$ cat config.mk
export PLATFORM = sky130hd
export DESIGN_NAME = spc_div_cell
export DESIGN_NICKNAME = d
export VERILOG_FILES = /design/src/hdl/spc_pkg.sv /design/src/hdl/spc_div_cell.sv
export SDC_FILE = /design/constraint.sdc
export NUM_CORES = 1
export LEC_CHECK = 0
export BUFFER_PORTS_ARGS = -buffer_cell sky130_fd_sc_hd__clkbuf_2
export CAP_MARGIN = 25
export CORE_AREA = 2 2 167 169
export DETAILED_ROUTE_END_ITERATION = 16
export DIE_AREA = 0 0 169 171
export PLACE_DENSITY = 0.93
export REMOVE_ABC_BUFFERS = 1
export SYNTH_ARGS = -nofsm -noshare
export SYNTH_HDL_FRONTEND = slang
export SYNTH_SLANG_ARGS = --single-unit
$ cat constraint.sdc
create_clock -name clk -period 4.08 [get_ports clk]
set_input_delay 0.816 -clock clk [delete_from_list [all_inputs] [get_ports clk]]
set_output_delay 0.816 -clock clk [all_outputs]
set_load 0.1 [all_outputs]
$ cat src/hdl/spc_pkg.sv
`timescale 1ns / 1ps
package spc_pkg;
    localparam int NORM_FRAC = 14;
    localparam int DF_FRAC = 8;
    localparam logic [15:0] DF_RESET = 16'd256;
    localparam int SQ_W = 68;
    localparam int ROOT_W = 34;
    localparam int DIV_W = 16;
    localparam logic [0:0] REG_DETECT_FACTOR = 1'b0;

    typedef struct packed {
        logic signed [31:0] pa_x;
        logic signed [31:0] pa_y;
        logic signed [31:0] pa_z;
        logic signed [32:0] d_x;
        logic signed [32:0] d_y;
        logic signed [32:0] d_z;
        logic [31:0]        rsum;
        logic signed [32:0] t;
        logic               hit;
    } spc_item_t;
endpackage

$ cat src/hdl/spc_div_cell.sv
`timescale 1ns / 1ps
module spc_div_cell
    import spc_pkg::*;
#(
    parameter int BIT = 0
)
(
    input  logic             clk,
    input  logic             en,
    input  logic [ROOT_W-1:0] len,
    input  logic [3*(ROOT_W+DIV_W)-1:0] in_rem,
    input  logic [3*DIV_W-1:0] in_q,
    output logic [3*(ROOT_W+DIV_W)-1:0] out_rem,
    output logic [3*DIV_W-1:0] out_q
);
    // one quotient bit for three lanes of restoring division
    localparam int RW = ROOT_W + DIV_W;
    logic [3*RW-1:0]    rem_next;
    logic [3*DIV_W-1:0] q_next;
    logic [3*RW-1:0]    rem_reg;
    logic [3*DIV_W-1:0] q_reg;
    logic [RW+DIV_W-1:0] sh;

    always_comb
    begin
        rem_next = in_rem;
        q_next = in_q;
        sh = '0;
        for (int k = 0; k < 3; k++)
        begin
            sh = {{DIV_W{1'b0}}, len} << BIT;
            if ({{DIV_W{1'b0}}, in_rem[k*RW +: RW]} >= sh)
            begin
                rem_next[k*RW +: RW] = in_rem[k*RW +: RW] - sh[RW-1:0];
                q_next[k*DIV_W + BIT] = 1'b1;
            end
        end
    end

    always_ff @(posedge clk)
    begin
        if (en)
        begin
            rem_reg <= rem_next;
            q_reg   <= q_next;
        end
    end

    assign out_rem = rem_reg;
    assign out_q   = q_reg;
endmodule

---- Yosys cells after proc, flatten, opt, wreduce, memory -nomap -nowiden ----
Cells that the tools add are included.
word-level totals
  flip-flop bits (word level) ............. 198
  output and inout port bits .............. 198
  latch bits .............................. 0
  word-level logic and storage cells ...... 14
  input port bits ......................... 234
  bits in read-only memories .............. 0
  memories ................................ 0
  bits in writable memories ............... 0
operators by class
  eq/ne operators ......................... 0
  multiply operators ...................... 0
  shift-type cells ........................ 0
  $lt $le $gt $ge ......................... 3
  reductions and logical operators ........ 0
  multiplexer cells ....................... 3
  divide/modulo/power cells ............... 0
  add/subtract/negate cells ............... 3
  bitwise logic cells ..................... 0
operator list
  kind                            number
  >= comparator 50 x 34 -> 1 bit  3
  two-way mux 50 bit              3
  subtractor 50 x 34 -> 50 bit    3

---- Longest topological paths before layout ----
  word-level depth ........................ 2
  gate-level depth with buffers ........... 16
  gate-level depth less buffers ........... 14

---- Least setup slack after synthesis ----
OpenSTA, ideal clock, no wires.
  path kind ............................... input to register
  from .................................... input port in_rem[50]
  to ...................................... register rem_reg[96] (netlist: out_rem[96]), data pin
  path buffers ............................ 0
  arrival time ............................ 3.329 ns
  required time ........................... 3.822 ns
  library setup time ...................... 0.258 ns
  stages on the path ...................... 14
  path slack .............................. 0.493 ns
  cells stage by stage .................... inv_1 > ha_1 > inv_1 > fa_1 > a21o_1 > a21o_1 > a21oi_1 > nand2b_1 > a21oi_1 > a211o_1 > a22o_1 > nor4b_2 > nand2b_1 > xnor2_1
on the way
  word-level cells in the longest chain between the ends .. 2
  elaborated cells between the ends (all ways) .. 3
  those cells by class .................... 1 x add/sub; 1 x order compare; 1 x mux
RTL lines
  element                                                                                line                                    RTL
  start, declared                                                                        spc_div_cell.sv:11                      input logic [3*(ROOT_W+DIV_W)-1:0] in_rem,
  subtractor 50 x 34 -> 50 bit / >= comparator 50 x 34 -> 1 bit (equally long branches)  spc_div_cell.sv:34, spc_div_cell.sv:32
  two-way mux 50 bit (*)                                                                 spc_div_cell.sv:32                      if ({{DIV_W{1'b0}}, in_rem[k*RW +: RW]} >= sh)
  via rem_next[96]                                                                       spc_div_cell.sv:18                      logic [3*RW-1:0] rem_next;
  end signal, assigned                                                                   spc_div_cell.sv:44                      rem_reg <= rem_next;
  end, declared                                                                          spc_div_cell.sv:20                      logic [3*RW-1:0] rem_reg;
Mark *: on every way through the listed nets, which the timed path passes. The rest lies on a longest branch.
A chain may end at the register's enable or synchronous reset.

---- Final worst setup path ----
  from .................................... input port len[0]
  to ...................................... register rem_reg[148] (netlist: out_rem[148]), data pin
on the way
  word-level cells in the longest chain between the ends .. 2
  elaborated cells between the ends (all ways) .. 3
  those cells by class .................... 1 x add/sub; 1 x order compare; 1 x mux
RTL lines
  element                                                                                line                                    RTL
  start, declared                                                                        spc_div_cell.sv:10                      input logic [ROOT_W-1:0] len,
  subtractor 50 x 34 -> 50 bit / >= comparator 50 x 34 -> 1 bit (equally long branches)  spc_div_cell.sv:34, spc_div_cell.sv:32
  two-way mux 50 bit (*)                                                                 spc_div_cell.sv:32
  via rem_next[148]                                                                      spc_div_cell.sv:18
Marked as above.

==> results.yml <==
run_status:
  outcome: "completed"
synth:
  synth_top_area_share_pct: 42.1
  seq_area_frac_synth_pct: 42.1
  synth_most_common_cell: "edfxtp_1"
  ys.flop_type: "edfxtp_1"
  synth_warnings: 0
  synth_area_leaders: "edfxtp_1 42%, ha_1 9.0%, a21oi_1 6.3%, xnor2_1 5.0%, xor2_1 3.8%"
  synth_seq_cells: 198
  synthCells: 1444
  synth_top_cell_by_area: "edfxtp_1"
  synth.distinct_cells: 76
  synth_commonest_cells: "198 x edfxtp_1, 177 x a21oi_1, 132 x nor2_1"
  async_flop_share_pct: 0
  syn_area_um2: 14100
  synth_edf_count: 198
  postSynthAreaPerCell_um2: 9.79
power_and_ir_drop:
  power_density_nw_per_um2: 457
  irDropWorstVdd_mv: 0.259
  switching_share_pct: 47.3
  combPwrFrac_pct: 45.3
  power.share.clock_pct: 21.7
  internal-power_uw: 4230
  p_seq_share_pct: 33.0
  p_switching_uw: 3800
  total_power_uw: 8030
  power.leakage_uw: 0.00799
worst_setup_path:
  path_cells: "clkbuf_2 > ha_1 > inv_1 > fa_1 > a21oi_1 > o2bb2ai_1 > o311a_1 > o31ai_1 > a211oi_1 > o21ai_0 > a21boi_0 > or2_4 > nor4_1 > xor2_1"
  start_kind: "primary input"
  end_kind: "register"
  critPathTopFamily: "compound AO/OA/AOI/OAI gates"
  cp.buffers_inverters: 2
  slowest_delay_ns: 0.40
  slowest_stage: "fa_1"
  crit_type: "in -> reg"
  arrival_ns: 3.90
  critPathRequiredTime_ns: 4.27
  worst-path-max-fanout: 4
clock_tree:
  cts_resized: 0
  htreeDepth: 4
  cts_hold_buf: 0
  cts_buffer_depth: 2
  postCtsSetupBuffers: 0
  path_clk_slew_ns: 0.08
  cts_sinks: 198
  numCtsBuffers: 17
  tritoncts: "built"
  cts_root_buffer: "clkbuf_16"
detailed_routing:
  totalWireLength_um: 44900
  drc_errors: 0
  num_vias: 13200
  first_pass_iters: 5
  vias_per_cell: 5.85
  drt_iter0_drc: 1000
  postRouteAntennaNets: 0
  wire_per_inst_um: 19.9
grt:
  use_met2_pct: 51.6
  grt_pass1_wl_um: 67100
  met1_usage_pct: 38.2
  overflow: 0
  antenna_found_initial: 6
  grt_max_degree: 69
  top_usage_layer: "met2"
  grt_use_met3_pct: 4.63
  track_usage_pct: 29.9
  grt_pass1_vias: 12700
floorplan:
  die_y_um: 171
  dieArea_um2: 28900
  design.portCount: 432
  core_area_um2: 27300
  num_rows: 61
  die_width_um: 169
  start_util_pct: 51.7
finish:
  nets: 2231
  fillCellCount: 2242
  stdcell_area_um2: 17600
  drive_gt1_share_pct: 30.6
  syn2layout_area_growth_pct: 24.4
timing:
  setup_violations: 0
  tightest_slew_ns: 0.605
  drv_slew: 0
  rsz0062_at_grt: "false"
  fin_ws_ns: 0.369
  period_share_pct: 91.0
  setup_tns_ns: 0
  fmax_mhz: 269
  period_minus_slack_ns: 3.71
  slew_headroom_pct: 59.6
  finalHoldViolCount: 0
place:
  numPortBuffers: 431
  place_congestion: 0.935
  dp_hpwl_um: 36100
  placed_cell_area_um2: 17000
  place_ws_ns: -0.0615
min_path:
  holdPathStages: 1
  hp-class: "in -> reg"
  worstHoldStart: "in_q[37]"
  min_to: "out_q[37]"
job:
  cap_viol_max_count: 0
final cells by class:
type                    instances  area, um^2  share of cell area [%]
diodes                          6        15.0                  0.0854
clock buffers                  17         425                    2.42
clock inverters                15         178                    1.01
inverters                      70         263                    1.49
multi-input cells            1110        7630                    43.4
flip-flops and latches        198        5950                    33.8
well taps                     346         433                    2.46
repair buffers                495        2700                    15.3
logic make-up (layout without fill, tap and decap cells):
family,after synthesis,in the layout,synth area share (%)
AND/OR/NAND/NOR,421,421,14.8
AO/OA/AOI/OAI,411,411,18.1
flip-flops,198,198,42.1
XOR/XNOR,142,142,8.80
buffers and inverters,136,597,4.04
adder cells (fa/ha/maj),105,105,9.45
multiplexers,31,31,2.73
other,0,6,0
layout by cell type, fill, tap and decap left out, drive strengths merged, types with 9 or more instances in the layout:
master | synthesis | final
nor4 | 13 | 13
edfxtp | 198 | 198
nor2 | 132 | 132
and3 | 13 | 13
a21o | 57 | 57
nor3 | 30 | 30
o21bai | 15 | 15
o21a | 13 | 13
a21oi | 177 | 177
or2 | 10 | 10
inv | 70 | 76
xor2 | 61 | 61
mux2 | 31 | 31
nand4 | 28 | 28
nand3 | 33 | 33
o21ai | 58 | 58
a31oi | 22 | 22
nand2 | 96 | 96
or3 | 9 | 9
xnor2 | 81 | 81
buf | 22 | 64
nand2b | 13 | 13
nor2b | 14 | 14
clkbuf | 44 | 448
ha | 102 | 102
power groups by stage:
stage	sequential [uW]	combinational (uW)	clock, uW
2_1_floorplan	4520	983	0
3_3_place_gp	2690	3560	0
3_5_place_dp	2700	3590	0
4_1_cts	2650	3610	1770
5_1_grt	2670	3790	1830
6_report	2650	3630	1750
registers in the layout, summed over array words and instances (netlist names):
signal,count
out_q,48
out_rem,150
worst max-delay path by stage:
stage / startpoint / endpoint / slack [ns] / cells after the start
global route: len[4] / out_rem[47] / 0.29 / 15
finish: len[0] / out_rem[148] / 0.37 / 14
global placement: len[0] / out_rem[148] / -0.02 / 14
detailed placement: len[0] / out_rem[148] / -0.06 / 14
CTS: len[0] / out_rem[148] / 0.41 / 14
floorplan: len[1] / out_rem[49] / -1.56 / 12
per-layer routing:
layer	part of all wire, %	wire length, um
met2	49	21800
met1	41	18500
met5	0	0
met3	7.1	3170
met4	3.2	1430
through the flow:
stage	std cells	util [%]	hold WS, ns
2_1_floorplan	1378	-	0.915
6_report	2257	64.4	0.537
3_5_place_dp	2219	62.1	0.995
5_1_grt	2254	64.3	0.522
4_1_cts	2251	64.3	0.519
3_3_place_gp	2219	62.1	0.993
Power figures use the tool's default switching activity.
