**src/hdl/spc_pkg.sv**
```systemverilog
`timescale 1ns / 1ps
package spc_pkg;
    localparam int NORM_FRAC = 14;
    localparam int DF_FRAC = 8;
    localparam logic [15:0] DF_RESET = 16'd256;
    localparam int SQ_W = 68;
    localparam int ROOT_W = 34;
    localparam int DIV_W = 16;
    localparam logic [0:0] REG_DETECT_FACTOR = 1'b0;

    typedef struct packed {
        logic signed [31:0] pa_x;
        logic signed [31:0] pa_y;
        logic signed [31:0] pa_z;
        logic signed [32:0] d_x;
        logic signed [32:0] d_y;
        logic signed [32:0] d_z;
        logic [31:0]        rsum;
        logic signed [32:0] t;
        logic               hit;
    } spc_item_t;
endpackage

```
**src/hdl/spc_sqrt_cell.sv**
```systemverilog
`timescale 1ns / 1ps
module spc_sqrt_cell
    import spc_pkg::*;
#(
    parameter int BIT = 0
)
(
    input  logic                 clk,
    input  logic                 rst_n,
    input  logic                 en,
    input  logic                 in_valid,
    input  logic [SQ_W-1:0]      in_rem,
    input  logic [ROOT_W-1:0]    in_root,
    input  spc_item_t            in_item,
    output logic                 out_valid,
    output logic [SQ_W-1:0]      out_rem,
    output logic [ROOT_W-1:0]    out_root,
    output spc_item_t            out_item
);
    // restoring square root, one result bit per cell
    logic [SQ_W+1:0] trial;
    logic            take;
    logic [SQ_W+1:0] sub_res;
    logic            valid_reg;
    logic [SQ_W-1:0] rem_reg;
    logic [ROOT_W-1:0] root_reg;
    spc_item_t       item_reg;

    assign trial = ({{(SQ_W+2-ROOT_W){1'b0}}, in_root} << (BIT + 1))
                 + ((SQ_W+2)'(1) << (2 * BIT));
    assign take = {2'b00, in_rem} >= trial;
    assign sub_res = {2'b00, in_rem} - trial;

    always_ff @(posedge clk or negedge rst_n)
    begin
        if (!rst_n)
        begin
            valid_reg <= 1'b0;
        end
        else if (en)
        begin
            valid_reg <= in_valid;
        end
    end

    always_ff @(posedge clk)
    begin
        if (en)
        begin
            rem_reg  <= take ? sub_res[SQ_W-1:0] : in_rem;
            root_reg <= take ? (in_root | (ROOT_W'(1) << BIT)) : in_root;
            item_reg <= in_item;
        end
    end

    assign out_valid = valid_reg;
    assign out_rem   = rem_reg;
    assign out_root  = root_reg;
    assign out_item  = item_reg;
endmodule

```
**config.mk**
```make
export PLATFORM = sky130hd
export DESIGN_NAME = spc_sqrt_cell
export DESIGN_NICKNAME = d
export VERILOG_FILES = /design/src/hdl/spc_pkg.sv /design/src/hdl/spc_sqrt_cell.sv
export SDC_FILE = /design/constraint.sdc
export NUM_CORES = 1
export LEC_CHECK = 0
export ABC_AREA = 1
export BUFFER_PORTS_ARGS = -buffer_cell sky130_fd_sc_hd__buf_2
export CORE_AREA = 2 2 286 288
export CTS_BUF_LIST = sky130_fd_sc_hd__clkbuf_8
export CTS_CLUSTER_DIAMETER = 200
export DETAILED_ROUTE_END_ITERATION = 8
export DIE_AREA = 0 0 288 290
export HOLD_SLACK_MARGIN = 0.12
export PLACE_DENSITY = 0.49
export RECOVER_POWER = 100
export SLEW_MARGIN = 40
export SYNTH_ARGS = -nofsm -noshare
export SYNTH_HDL_FRONTEND = slang
export SYNTH_SLANG_ARGS = --single-unit
```
**constraint.sdc**
```tcl
create_clock -name clk -period 1.5 [get_ports clk]
set_input_delay 0.3 -clock clk [delete_from_list [all_inputs] [get_ports clk]]
set_output_delay 0.3 -clock clk [all_outputs]
set_load 0.01 [all_outputs]
```
After elaboration in Yosys (flattened, before gate mapping)
Cells that the tools add are included.
{ "totals": {"input_bits": 367, "reg_bits": 364, "output_inout_bits": 364, "elab_cells": 17} }
{ "classes": {"n_lt_le_gt_ge": 1, "add_sub_neg": 2, "mux": 1} }
{ "op_table": {"columns": ["cell", "n"], "rows": [
  ["$ge 68x36->1", 1],
  ["$mux 68", 1],
  ["$sub 68x36->68", 1],
  ["$add 35x1->36 const B", 1]
]} }

Logic depth before layout (Yosys ltp)
Gate-level depths: netlist of run 1.
{ "logic_depth": {"word_depth": 3, "ltp_mapped": 16, "depth_no_buf": 16} }

Worst setup path after synthesis of run 1
No wires, ideal clock.
{ "synth_path": {"kind": "input to register", "start": "input port in_root[30]", "end": "register root_reg[0] (netlist: out_root[0]), data pin", "path_slack_ps": -616, "path_buffers": 2, "required_time_ps": 1244, "stages": 12, "arrival_ps": 1860, "setup_time_ps": 256, "path_cell_list": "inv_1 -> ha_1 -> a21oi_1 -> inv_1 -> nor2_1 -> o21bai_1 -> a21oi_1 -> nand3_4 -> inv_4 -> buf_6 -> buf_6 -> nand2_1"} }
{ "synth_between": {"elab_chain_len": 2} }
{ "synth_lines": {"columns": ["item", "line", "text"], "rows": [
  ["start: declaration", "spc_sqrt_cell.sv:13", "input logic [ROOT_W-1:0] in_root,"],
  ["$add 35x1->36", "spc_sqrt_cell.sv:30", "+ ((SQ_W+2)'(1) << (2 * BIT));"],
  ["$ge 68x36->1", "spc_sqrt_cell.sv:31", "assign take = {2'b00, in_rem} >= trial;"],
  ["end signal: assignment", "spc_sqrt_cell.sv:51", "root_reg <= take ? (in_root | (ROOT_W'(1) << BIT)) : in_root;"],
  ["end: declaration", "spc_sqrt_cell.sv:26", "logic [ROOT_W-1:0] root_reg;"]
]} }
Every way passes these cells.
A chain may end at the register's enable or synchronous reset.

Worst setup path after layout of run 1
{ "layout_path": {"start": "input port in_rem[3]", "end": "register rem_reg[5] (netlist: out_rem[5]), data pin"} }
{ "layout_between": {"elab_chain_len": 2, "word_cells_on_any_way": 3, "cone_classes": "add/sub: 1; order compare: 1; mux: 1"} }
{ "layout_lines": {"columns": ["item", "line", "text"], "rows": [
  ["start: declaration", "spc_sqrt_cell.sv:12", "input logic [SQ_W-1:0] in_rem,"],
  ["$sub 68x36->68 or $ge 68x36->1 (tied branches)", "spc_sqrt_cell.sv:32, spc_sqrt_cell.sv:31", null],
  ["$mux 68 (*)", "spc_sqrt_cell.sv:50", "rem_reg <= take ? sub_res[SQ_W-1:0] : in_rem;"],
  ["end signal: assignment", "spc_sqrt_cell.sv:50", null],
  ["end: declaration", "spc_sqrt_cell.sv:25", "logic [SQ_W-1:0] rem_reg;"]
]} }
Every way passes the cells marked *; elsewhere a longest branch is shown, timed or not.

==> results of run 1 <==
## final cells by class
class	count	area, um2	share of cell area [%]
antenna	13	32.53	0.09798
sequential	364	10930	32.91
timing repair buffer	1511	12040	36.26
inverter	186	778.2	2.344
clock inverter	52	392.9	1.183
clock buffer	71	977.2	2.943
timing repair inverter	1	16.27	0.04899
multi-input combinational	833	6713	20.22
tap	1060	1326	3.995
## Yosys cell counts
cell type / n / share of area, %
nand2_1: 375 / 8.9
nor2b_1: 1 / 0.040
nor2_2: 9 / 0.36
nor3_2: 1 / 0.063
xnor2_1: 28 / 1.6
fa_1: 1 / 0.13
nand3_4: 1 / 0.11
nor3_1: 20 / 0.63
buf_6: 2 / 0.14
a21boi_0: 2 / 0.095
xor2_1: 4 / 0.22
inv_2: 9 / 0.21
o21ai_1: 20 / 0.63
a21oi_1: 55 / 1.7
mux2_2: 1 / 0.071
edfxtp_1: 363 / 69
buf_2: 5 / 0.16
a21oi_2: 9 / 0.50
nor2_4: 1 / 0.071
nor4b_1: 1 / 0.055
nand2_2: 4 / 0.16
nand4_1: 21 / 0.83
inv_1: 176 / 4.2
o21ai_0: 41 / 1.3
o21ai_2: 1 / 0.055
dfrtp_1: 1 / 0.16
ha_1: 35 / 2.8
nor4_1: 2 / 0.079
inv_4: 1 / 0.040
o21bai_1: 5 / 0.24
nor2_1: 138 / 3.3
and3_1: 1 / 0.040
or2_2: 2 / 0.079
buf_4: 3 / 0.14
nand3b_1: 15 / 0.71
and2_1: 2 / 0.079
nand3_2: 2 / 0.13
nand3_1: 35 / 1.1
## registers in the layout (all words and copies together) (netlist names)
signal	cells
out_rem	68
out_item	261
out_root	34
out_valid	1
## what timing repair did
item,CTS,global route
endpoints found under the hold margin,383,0
pin swaps,112,96
buffers inserted,101,22
resized for setup,699,262
gates cloned,15,0
endpoints found under the setup margin,432,430
hold buffers,355,0
## path summary, 6_finish.rpt
check	startpoint	endpoint	cells past startpoint
min in group asynchronous	rst_n	out_valid$_DFFE_PN0P_	3
worst max register to register	out_valid$_DFFE_PN0P_	out_valid$_DFFE_PN0P_	1
worst min register to register	out_valid$_DFFE_PN0P_	out_valid$_DFFE_PN0P_	1
worst min-delay path	in_rem[54]	out_rem[54]$_DFFE_PP_	4
max in group asynchronous	rst_n	out_valid$_DFFE_PN0P_	3
worst max-delay path	in_rem[3]	out_rem[5]$_DFFE_PP_	16
## logic make-up (layout without fill, tap and decap cells)
logic type,after synthesis,after routing,synth area share [%]
buffers and inverters,196,1821,4.875
AO/OA/AOI/OAI,133,133,4.558
adder cells (fa/ha/maj),36,36,2.896
multiplexers,1,1,0.07122
AND/OR/NAND/NOR,631,631,16.72
other,0,13,0
XOR/XNOR,32,32,1.773
flip-flops,364,364,69.10
## per-stage QoR
step                setup TNS [ps]  utilization [%]  worst slack, ps  total power (W)
CTS                         -32760            40.39           -279.4          0.03053
floorplan                   -23960                -           -388.0          0.01454
detailed placement          -69940            29.89            -1302          0.01824
finish                      -29930            41.42           -271.6          0.03059
global route                -49640            41.39           -289.3          0.03176
global placement            -70090            29.89            -1315          0.01827
## worst max-delay path: cells and delay by family
kind,cells,cell delay (ps)
AOI/OAI and AO/OA,1,50
buffers and inverters,5,590
adders and majority gates,1,300
and+or+nand+nor,9,890
## metal layers
layer	vias to the layer above	track usage [%]	wire length (um)
li1	7898	-	-
met1	8567	27.54	40150
met2	611	42.15	51510
met3	148	6.053	6716
met4	18	7.532	3379
met5	-	0	111
## where the power goes
| group | internal, W | total [W] | switching [W] | leakage, nW |
|---|---|---|---|---|
| Combinational | 0.00377 | 0.00763 | 0.00386 | 10.1 |
| Sequential | 0.0123 | 0.0127 | 0.000488 | 3.56 |
| Clock | 0.00521 | 0.0102 | 0.00500 | 0.760 |
==> metrics, run 1 <==
Vias ~17000; Final WS setup -271.6 ps; Setup crit end kind flop; RSZ-0062 raised after global routing yes; worst hold-check path type in -> reg; Seq/Total Area, Yosys around 69%; Slew @ Worst Pin approximately 790 ps; clock skew 0 ps; crit share post-route 118.1%; clk slew on worst S/H paths ~60 ps; # placed instances 3489; WL/cell roughly 25 um; Pleak between 10 and 15 nW; initial drt markers 809; largest net degree at the start of global routing 66; Fmax between 0.5 and 0.6 GHz; CP required around 1900 ps; Crit Path Class in -> reg; Starting Density between 10% and 20%; failing checks setup timing; Syn. warnings 0; layout cells sized above 1 about 56%; Post-Route WL just over 100000 um; synthesis-stage register bit count 364; minimum clock period roughly 1800 ps; hold slack between 150 and 200 ps; Worst-Skew Late Latency around 650 ps; Vias/cell about 4.2; commonest non-fill, non-tap cell in the layout buf_2; syn_nets 1796; final-layout fill cell count a little under 8000; pwr/cell area 921.2 mW/mm2; IO buf count 730; Layout Cells excl Fill between 4000 and 5000; Finish-stage setup viols 303; most frequent cells in the layout buf_2 (510), edfxtp_1 (363), dlygate4sd3_1 (355); Reg2Reg Setup Slack roughly 760 ps; DRC 0; slowest CP cell ha_4; Max clock buf depth 3; row count 104; status complete, but fails checks; fin area 0.03320 mm2; iteration count of the initial detailed-routing pass 5; Final ANT Viol Nets 0; total of max-cap violations 0; vias in the first global route 18380; final hold vios 0; Cell Area, Synth roughly 0.016 mm2; library cells used by synthesis 38; worst-path maximum fanout 6; post-DP HPWL around 79000 um; GR Overflow Total 0; CTS Buf Count 71; critical path's largest stage delay roughly 300 ps; Post-DP Area approximately 0.024 mm2; core box area approximately 0.08 mm2; Die H just under 300 um; Synth-to-Final Area Change 110.0%; clock root buffer clkbuf_8; first-pass GRT wire length ~140000 um; # clock sinks around 360; Nets 3371; cells after synthesis 1393; CTS tree yes; max_slew headroom ~47%; die area about 0.084 mm2; final number of max-transition violations 0; syn avg cell area around 11 um2; Top-Level Pins approximately 730; CP Launch Type input port; initial antenna violation count 30; crit path DAT ~2200 ps; CP Cell Sequence buf_6 > ha_4 > nand2_4 > buf_6 > nor2_4 > nand2_2 > nor2_2 > nand4_1 > nand2_1 > nor2_4 > nand3_4 > inv_12 > buf_12 > buf_16 > nand2_4 > o21ai_4; peak supply drop 0.0004754 V; Die Width about 290 um; H-tree depth 3; overall routing resource usage 23.68%; routability-driven placement congestion ratio around 0.91
(Power assumes the default switching activity.)
==> run 2: changes to the inputs <==
- ABC_AREA: 1 -> default
- CORE_AREA: 2 2 286 288 -> 2 2 282 284
- DIE_AREA: 0 0 288 290 -> 0 0 284 286
- PLACE_DENSITY: 0.49 -> 0.48
==> run 2 against run 1 <==
Net effect: the run still ends with setup timing left; sequential share of layout area up 6.0 points; fmax down 29%; area after synthesis down 8.4%; combinational power down 23%; critical path type unchanged; die area down 2.7%.
==> metrics, run 2 <==
status complete, but fails checks; failing checks setup timing; crit share post-route 165.5%; total of max-cap violations 0; CP Cell Sequence buf_8 > fa_2 > nand2b_4 > a21o_4 > a21oi_4 > o211ai_1 > buf_4 > a21o_4 > a211o_4 > buf_6 > nor3_4 > xor2_1; Vias/cell ~4.1; pwr/cell area roughly 1000 mW/mm2; cells after synthesis 927; max reg flops around 260; Finish-stage setup viols between 300 and 400; overall routing resource usage a little under a fifth; CP Launch Type input port; synth cell count leaders edfxtp_1 (363), nand2_1 (80), a21oi_1 (51), inv_1 (46), nor2_1 (46); most frequent cells in the layout buf_2 (569), dlygate4sd3_1 (368), edfxtp_1 (363); Synth area leader edfxtp_1; initial antenna violation count 21; Seq pwr share around 45%; critical path's largest stage delay between 400 and 500 ps; Gate power share 21.1%; P_sw 0.008019 W; DRC 0; Cell Area, Synth 0.01448 mm2; cell internal pwr between 0.015 and 0.02 W; Seq/Total Area, Yosys roughly three quarters; Slew @ Worst Pin 891.4 ps; max_slew headroom a little over 40%; WL/cell around 22 um; largest net degree at the start of global routing 34; Worst-Skew Late Latency 610 ps; most common flop cell mapped by yosys edfxtp_1; Starting Density a little under a fifth; Routed met2 length about 36000 um; Met3 Wirelength just under 7000 um; wire length on met1 between 20000 and 30000 um; Final WS setup -982.9 ps; Pwr Total 0.02785 W; library cells used by synthesis 65; Die H between 200 and 300 um; CP required approximately 1900 ps; area taken by multi-input logic gates 0.004180 mm2; commonest non-fill, non-tap cell in the layout buf_2; most numerous cell on the critical path a21o_4; vias in the first global route ~15000; Final ANT Viol Nets 0; Hold Path Depth 5; final number of max-transition violations 0; Vias approximately 14000; async set or reset register ratio after synthesis less than 1%; clock skew 0 ps; clk slew on worst S/H paths around 60 ps; Setup crit end kind flop; final-layout fill cell count between 7000 and 8000; synthesis-stage register bit count between 300 and 400; post-DP HPWL around 59000 um; Max clock buf depth 3; row count slightly above 100; GR Overflow Total 0; Yosys top cell area share roughly 75%; routability-driven placement congestion ratio 0.9245; first-pass GRT wire length between 100000 and 150000 um; initial drt markers approximately 800; IO buf count between 700 and 800; Post-synth EDFFs around 360; Layout Cells excl Fill 3461; CTS Buf Count between 60 and 70; crit path DAT around 2900 ps; core box area a little under 0.08 mm2; CTS tree yes; clock root buffer clkbuf_8; Highest Signal Layer met5; peak supply drop about 0.00056 V; layout cells sized above 1 around half; slowest CP cell fa_2; Crit Path Class in -> reg; # placed instances around 2900; die area about 0.081 mm2; RSZ-0062 raised after global routing yes; Top-Level Pins roughly 730; Seq. cell area between 0.01 and 0.015 mm2; minimum clock period roughly 2500 ps; Clock Power Share between 30% and 40%; Synth-to-Final Area Change 94.10%; syn avg cell area around 16 um2; iteration count of the initial detailed-routing pass 5; H-tree depth 3; final hold vios 0; worst hold-check path type in -> reg; Pleak ~12 nW; Fmax ~0.40 GHz; syn_nets roughly 1300; # clock sinks 364; Switching Fraction 28.79%; Nets 2763; Syn. warnings 0; Post-Route WL 76490 um; worst-path maximum fanout 6; Die Width about 280 um; Area contributors post-synth edfxtp_1 (75%), ha_1 (3.0%), xor2_1 (2.1%); Reg2Reg Setup Slack 750 ps; count leader, synth edfxtp_1; Worst R2R Path Depth 1
-- run 2: cell count changes after synthesis, moves of 10 or more --
| cell | before | now |
|---|---|---|
| nand3b_1 | 15 | 0 |
| nand3_1 | 35 | 17 |
| a21o_1 | 0 | 14 |
| o211ai_1 | 0 | 10 |
| nor2_1 | 138 | 46 |
| nor4_1 | 2 | 16 |
| inv_1 | 176 | 46 |
| xor2_1 | 4 | 35 |
| o21ai_1 | 20 | 9 |
| nand2_1 | 375 | 80 |
-- run 2: area by class of cell --
cell class	instances	area share (%)
Clock buffer	70	3.429
Clock inverter	46	0.9797
Sequential cell	364	38.89
Multi-Input combinational cell	494	14.88
Tap cell	1050	4.676
Inverter	46	0.6947
Timing Repair Buffer	1385	36.40
Antenna cell	6	0.05344
-- run 2: worst paths after layout --
kind | end | from
max | out_rem[54]$_DFFE_PP_ | in_root[0]
min | out_rem[40]$_DFFE_PP_ | in_rem[39]
max reg2reg | out_valid$_DFFE_PN0P_ | out_valid$_DFFE_PN0P_
min reg2reg | out_valid$_DFFE_PN0P_ | out_valid$_DFFE_PN0P_
max in group asynchronous | out_valid$_DFFE_PN0P_ | rst_n
min in group asynchronous | out_valid$_DFFE_PN0P_ | rst_n
-- run 2: cells by family (layout without fill, tap and decap cells) --
| logic type | count (synthesis) | in the layout | synth area share [%] |
|---|---|---|---|
| AO/OA/AOI/OAI | 170 | 170 | 7.598 |
| AND/OR/NAND/NOR | 220 | 220 | 7.572 |
| adder cells (fa/ha/maj) | 36 | 36 | 3.164 |
| buffers and inverters | 69 | 1547 | 2.040 |
| XOR/XNOR | 66 | 66 | 3.993 |
| multiplexers | 2 | 2 | 0.1556 |
| flip-flops | 364 | 364 | 75.48 |
| other | 0 | 6 | 0 |
-- run 2: routing by layer --
layer | vias to the layer above | global-route usage, %
met5 | - | 0
met4 | 18 | 9.092
met3 | 159 | 6.898
met2 | 619 | 29.80
met1 | 6824 | 20.55
li1 | 6414 | -
-- run 2: power groups by stage --
| stage | logic [W] | clock network, W | registers [W] |
|---|---|---|---|
| final | 0.00588 | 0.00934 | 0.0126 |
| after global routing | 0.00625 | 0.0101 | 0.0127 |
| after CTS | 0.00587 | 0.00975 | 0.0126 |
| after detailed placement | 0.00461 | 0 | 0.0127 |
| after global placement | 0.00461 | 0 | 0.0128 |
| after floorplan | 0.00110 | 0 | 0.0132 |
-- run 2: metrics by stage --
stage	utilization (%)	hold WS [ps]	setup slack, ps	instance area (um2)	TNS [ps]
6_report	35.86	226.9	-982.9	28100	-111960
5_1_grt	35.85	201.8	-984.4	28090	-145550
4_1_cts	35.57	142.7	-890.9	27870	-72920
3_5_place_dp	27.85	75.82	-1830	21820	-116010
3_3_place_gp	27.85	76.05	-1813	21820	-114710
2_1_floorplan	-	4.409	-1179	14910	-66380
-- run 2: critical path: cells and delay by family --
kind | cells | cell delay (ps)
compound gates | 5 | 1270
buf+inv | 3 | 460
fa+ha+maj | 1 | 410
simple gates | 2 | 320
xor+xnor | 1 | 90
-- run 2: what timing repair did --
action | CTS | global route
hold buffers | 368 | 0
gates resized for setup | 251 | 54
pin swaps | 41 | 23
setup buffers | 15 | 14
cloned | 1 | 1
endpoints found under the hold margin | 391 | 0
setup endpoints to repair | 423 | 414
==> run 3: changes to the inputs <==
- PLACE_DENSITY: 0.48 -> 0.46
==> run 3 against run 2 <==
Net effect: the flow still finishes with violations (setup timing); clock power up 13%; combinational power is 5.1% higher; wire length shrank 0.95%; core utilization increased by 1.5 points; register-to-register slack gained 20 ps; sequential share of layout area decreased by 1.6 points; fmax up 9.0%; non-clock buffer count is 27 higher; die area did not move; worst setup slack better by 210 ps; power up 5.3%; cell count rose by 1.0%; critical endpoint is now out_rem[47]$_DFFE_PP_; largest power group unchanged; highest routed layer unchanged.
==> metrics, run 3 (synthesis results as in run 2) <==
peak supply drop roughly 0.0007 V; failing checks setup timing; CP Launch Type input port; slowest CP cell o221a_4; worst hold-check path type in -> reg; Final ANT Viol Nets 0; Pleak roughly 12 nW; Slew @ Worst Pin approximately 910 ps; iteration count of the initial detailed-routing pass 5; Finish-stage setup viols around 340; final-layout fill cell count 7605; layout cells sized above 1 approximately 53%; Starting Density between 10% and 20%; Hold Crit Start in_rem[35]; status complete, but fails checks; Post-DP Area approximately 0.022 mm2; minimum clock period 2277 ps; worst-path maximum fanout 8; Worst R2R Path Depth 1; total of max-cap violations 0; Vias/cell 4.066; # clock sinks 364; crit path DAT 2660 ps; commonest non-fill, non-tap cell in the layout buf_2; Most Used Layer, Global Route met2; Final WS setup -777.0 ps; most frequent cells in the layout buf_2 (580), dlygate4sd3_1 (369), edfxtp_1 (363); row count 103; Seq. cell area ~0.011 mm2; Pwr Total between 0.02 and 0.03 W; final hold vios 0; Die H 286 um; initial antenna violation count 32; met3 track demand over resource 6.180%; clk slew on worst S/H paths approximately 50 ps; clock root buffer clkbuf_8; die area around 0.081 mm2; largest net degree at the start of global routing 50; H-tree depth 3; Reg2Reg Setup Slack a little under 800 ps; GR Overflow Total 0; Vias 14220; clock skew 0 ps; Nets 2793; Setup crit end kind flop; max_slew headroom ~39%; post-DP HPWL between 50000 and 60000 um; Layout Cells excl Fill between 3000 and 4000; IO buf count between 700 and 800; Synth-to-Final Area Change 102.2%; Top-Level Pins between 700 and 800; first-pass GRT wire length roughly 100000 um; most numerous cell on the critical path a21o_4; area taken by multi-input logic gates ~0.0047 mm2; CTS Buf Count 72; overall routing resource usage 17.65%; Post-Route WL ~76000 um; WL/cell 21.66 um; WP depth 13; vias in the first global route between 15000 and 20000; CTS tree yes; DRC 0; Hold Path End out_rem[35]$_DFFE_PP_; initial drt markers between 800 and 900; max reg flops between 200 and 300; crit share post-route 151.8%; CP top delay family compound AO/OA/AOI/OAI gates; CP Cell Sequence buf_2 > inv_1 > ha_4 > buf_6 > a21oi_4 > o221a_4 > a21o_4 > and3b_4 > a21o_4 > a211oi_4 > buf_12 > nand4b_1 > xnor2_1; Max clock buf depth 3; Hold Path Depth 3; Crit Path Class in -> reg; RSZ-0062 raised after global routing yes; worst flop-to-flop path endpoint out_valid$_DFFE_PN0P_; Fmax around 0.44 GHz; Die Width roughly 280 um; # placed instances 2939; final number of max-transition violations 0; core box area about 0.08 mm2; critical register-to-register path startpoint out_valid$_DFFE_PN0P_; CP required 1890 ps; routability-driven placement congestion ratio 0.9096; critical path's largest stage delay around 310 ps; fin area between 0.02 and 0.03 mm2; M2 GR Usage 30.43%; Worst-Skew Late Latency about 650 ps; routing usage on met1 around a fifth; pwr/cell area between 1000 and 1500 mW/mm2; WP buf/inv 4
[run 3: changes by cell type in the layout (fill, tap and decap cells not counted), sizes merged]
cell         delta
clkbuf         -18
clkinv          +2
bufinv          +6
diode           -2
dlygate4sd3     +1
clkinvlp        +1
buf            +46
[run 3: cell type report]
cell class / instances / share of cell area, %
multi-input cells: 494 / 16.00
diodes: 4 / 0.03419
inverters: 46 / 0.6838
well taps: 1050 / 4.488
flip-flops and latches: 364 / 37.32
clock inverters: 55 / 1.556
repair buffers: 1412 / 36.53
clock buffers: 72 / 3.385
[run 3: how the worst max path moves through the flow]
stage	startpoint	end	slack, ps
finish	in_root[14]	out_rem[47]$_DFFE_PP_	-780
global route	in_root[14]	out_rem[58]$_DFFE_PP_	-790
CTS	in_rem[0]	out_rem[50]$_DFFE_PP_	-700
detailed placement	in_root[30]	out_rem[1]$_DFFE_PP_	-1630
global placement	in_root[1]	out_rem[66]$_DFFE_PP_	-1660
floorplan	in_root[21]	out_rem[50]$_DFFE_PP_	-1180
[run 3: where the power goes]
group / internal (W) / switching, W
Clock: 0.00575 / 0.00481
Combinational: 0.00317 / 0.00301
Sequential: 0.0122 / 0.000335
Total: 0.0212 / 0.00816
[run 3: per-stage QoR]
step | hold WS, ps | utilization (%) | TNS, ps | worst slack [ps]
final | 229.2 | 37.36 | -83670 | -777.0
after global routing | 185.6 | 37.35 | -104520 | -791.2
after CTS | 131.7 | 36.28 | -58670 | -696.4
after detailed placement | 76.49 | 27.84 | -100500 | -1633
after global placement | 75.23 | 27.84 | -100300 | -1660
after floorplan | 4.409 | - | -66380 | -1179
[run 3: routing by layer]
metal | routed length [um] | up-vias
li1 | - | 6482
met1 | 28760 | 6933
met2 | 37190 | 613
met3 | 6363 | 162
met4 | 3250 | 30
met5 | 193 | -
[run 3: timing repair]
action	4_1_cts	5_1_grt
resized for setup	278	182
cloned	1	4
hold buffers	369	0
setup buffers	30	25
hold endpoints to repair	436	0
endpoints found under the setup margin	431	431
pin swaps	57	61
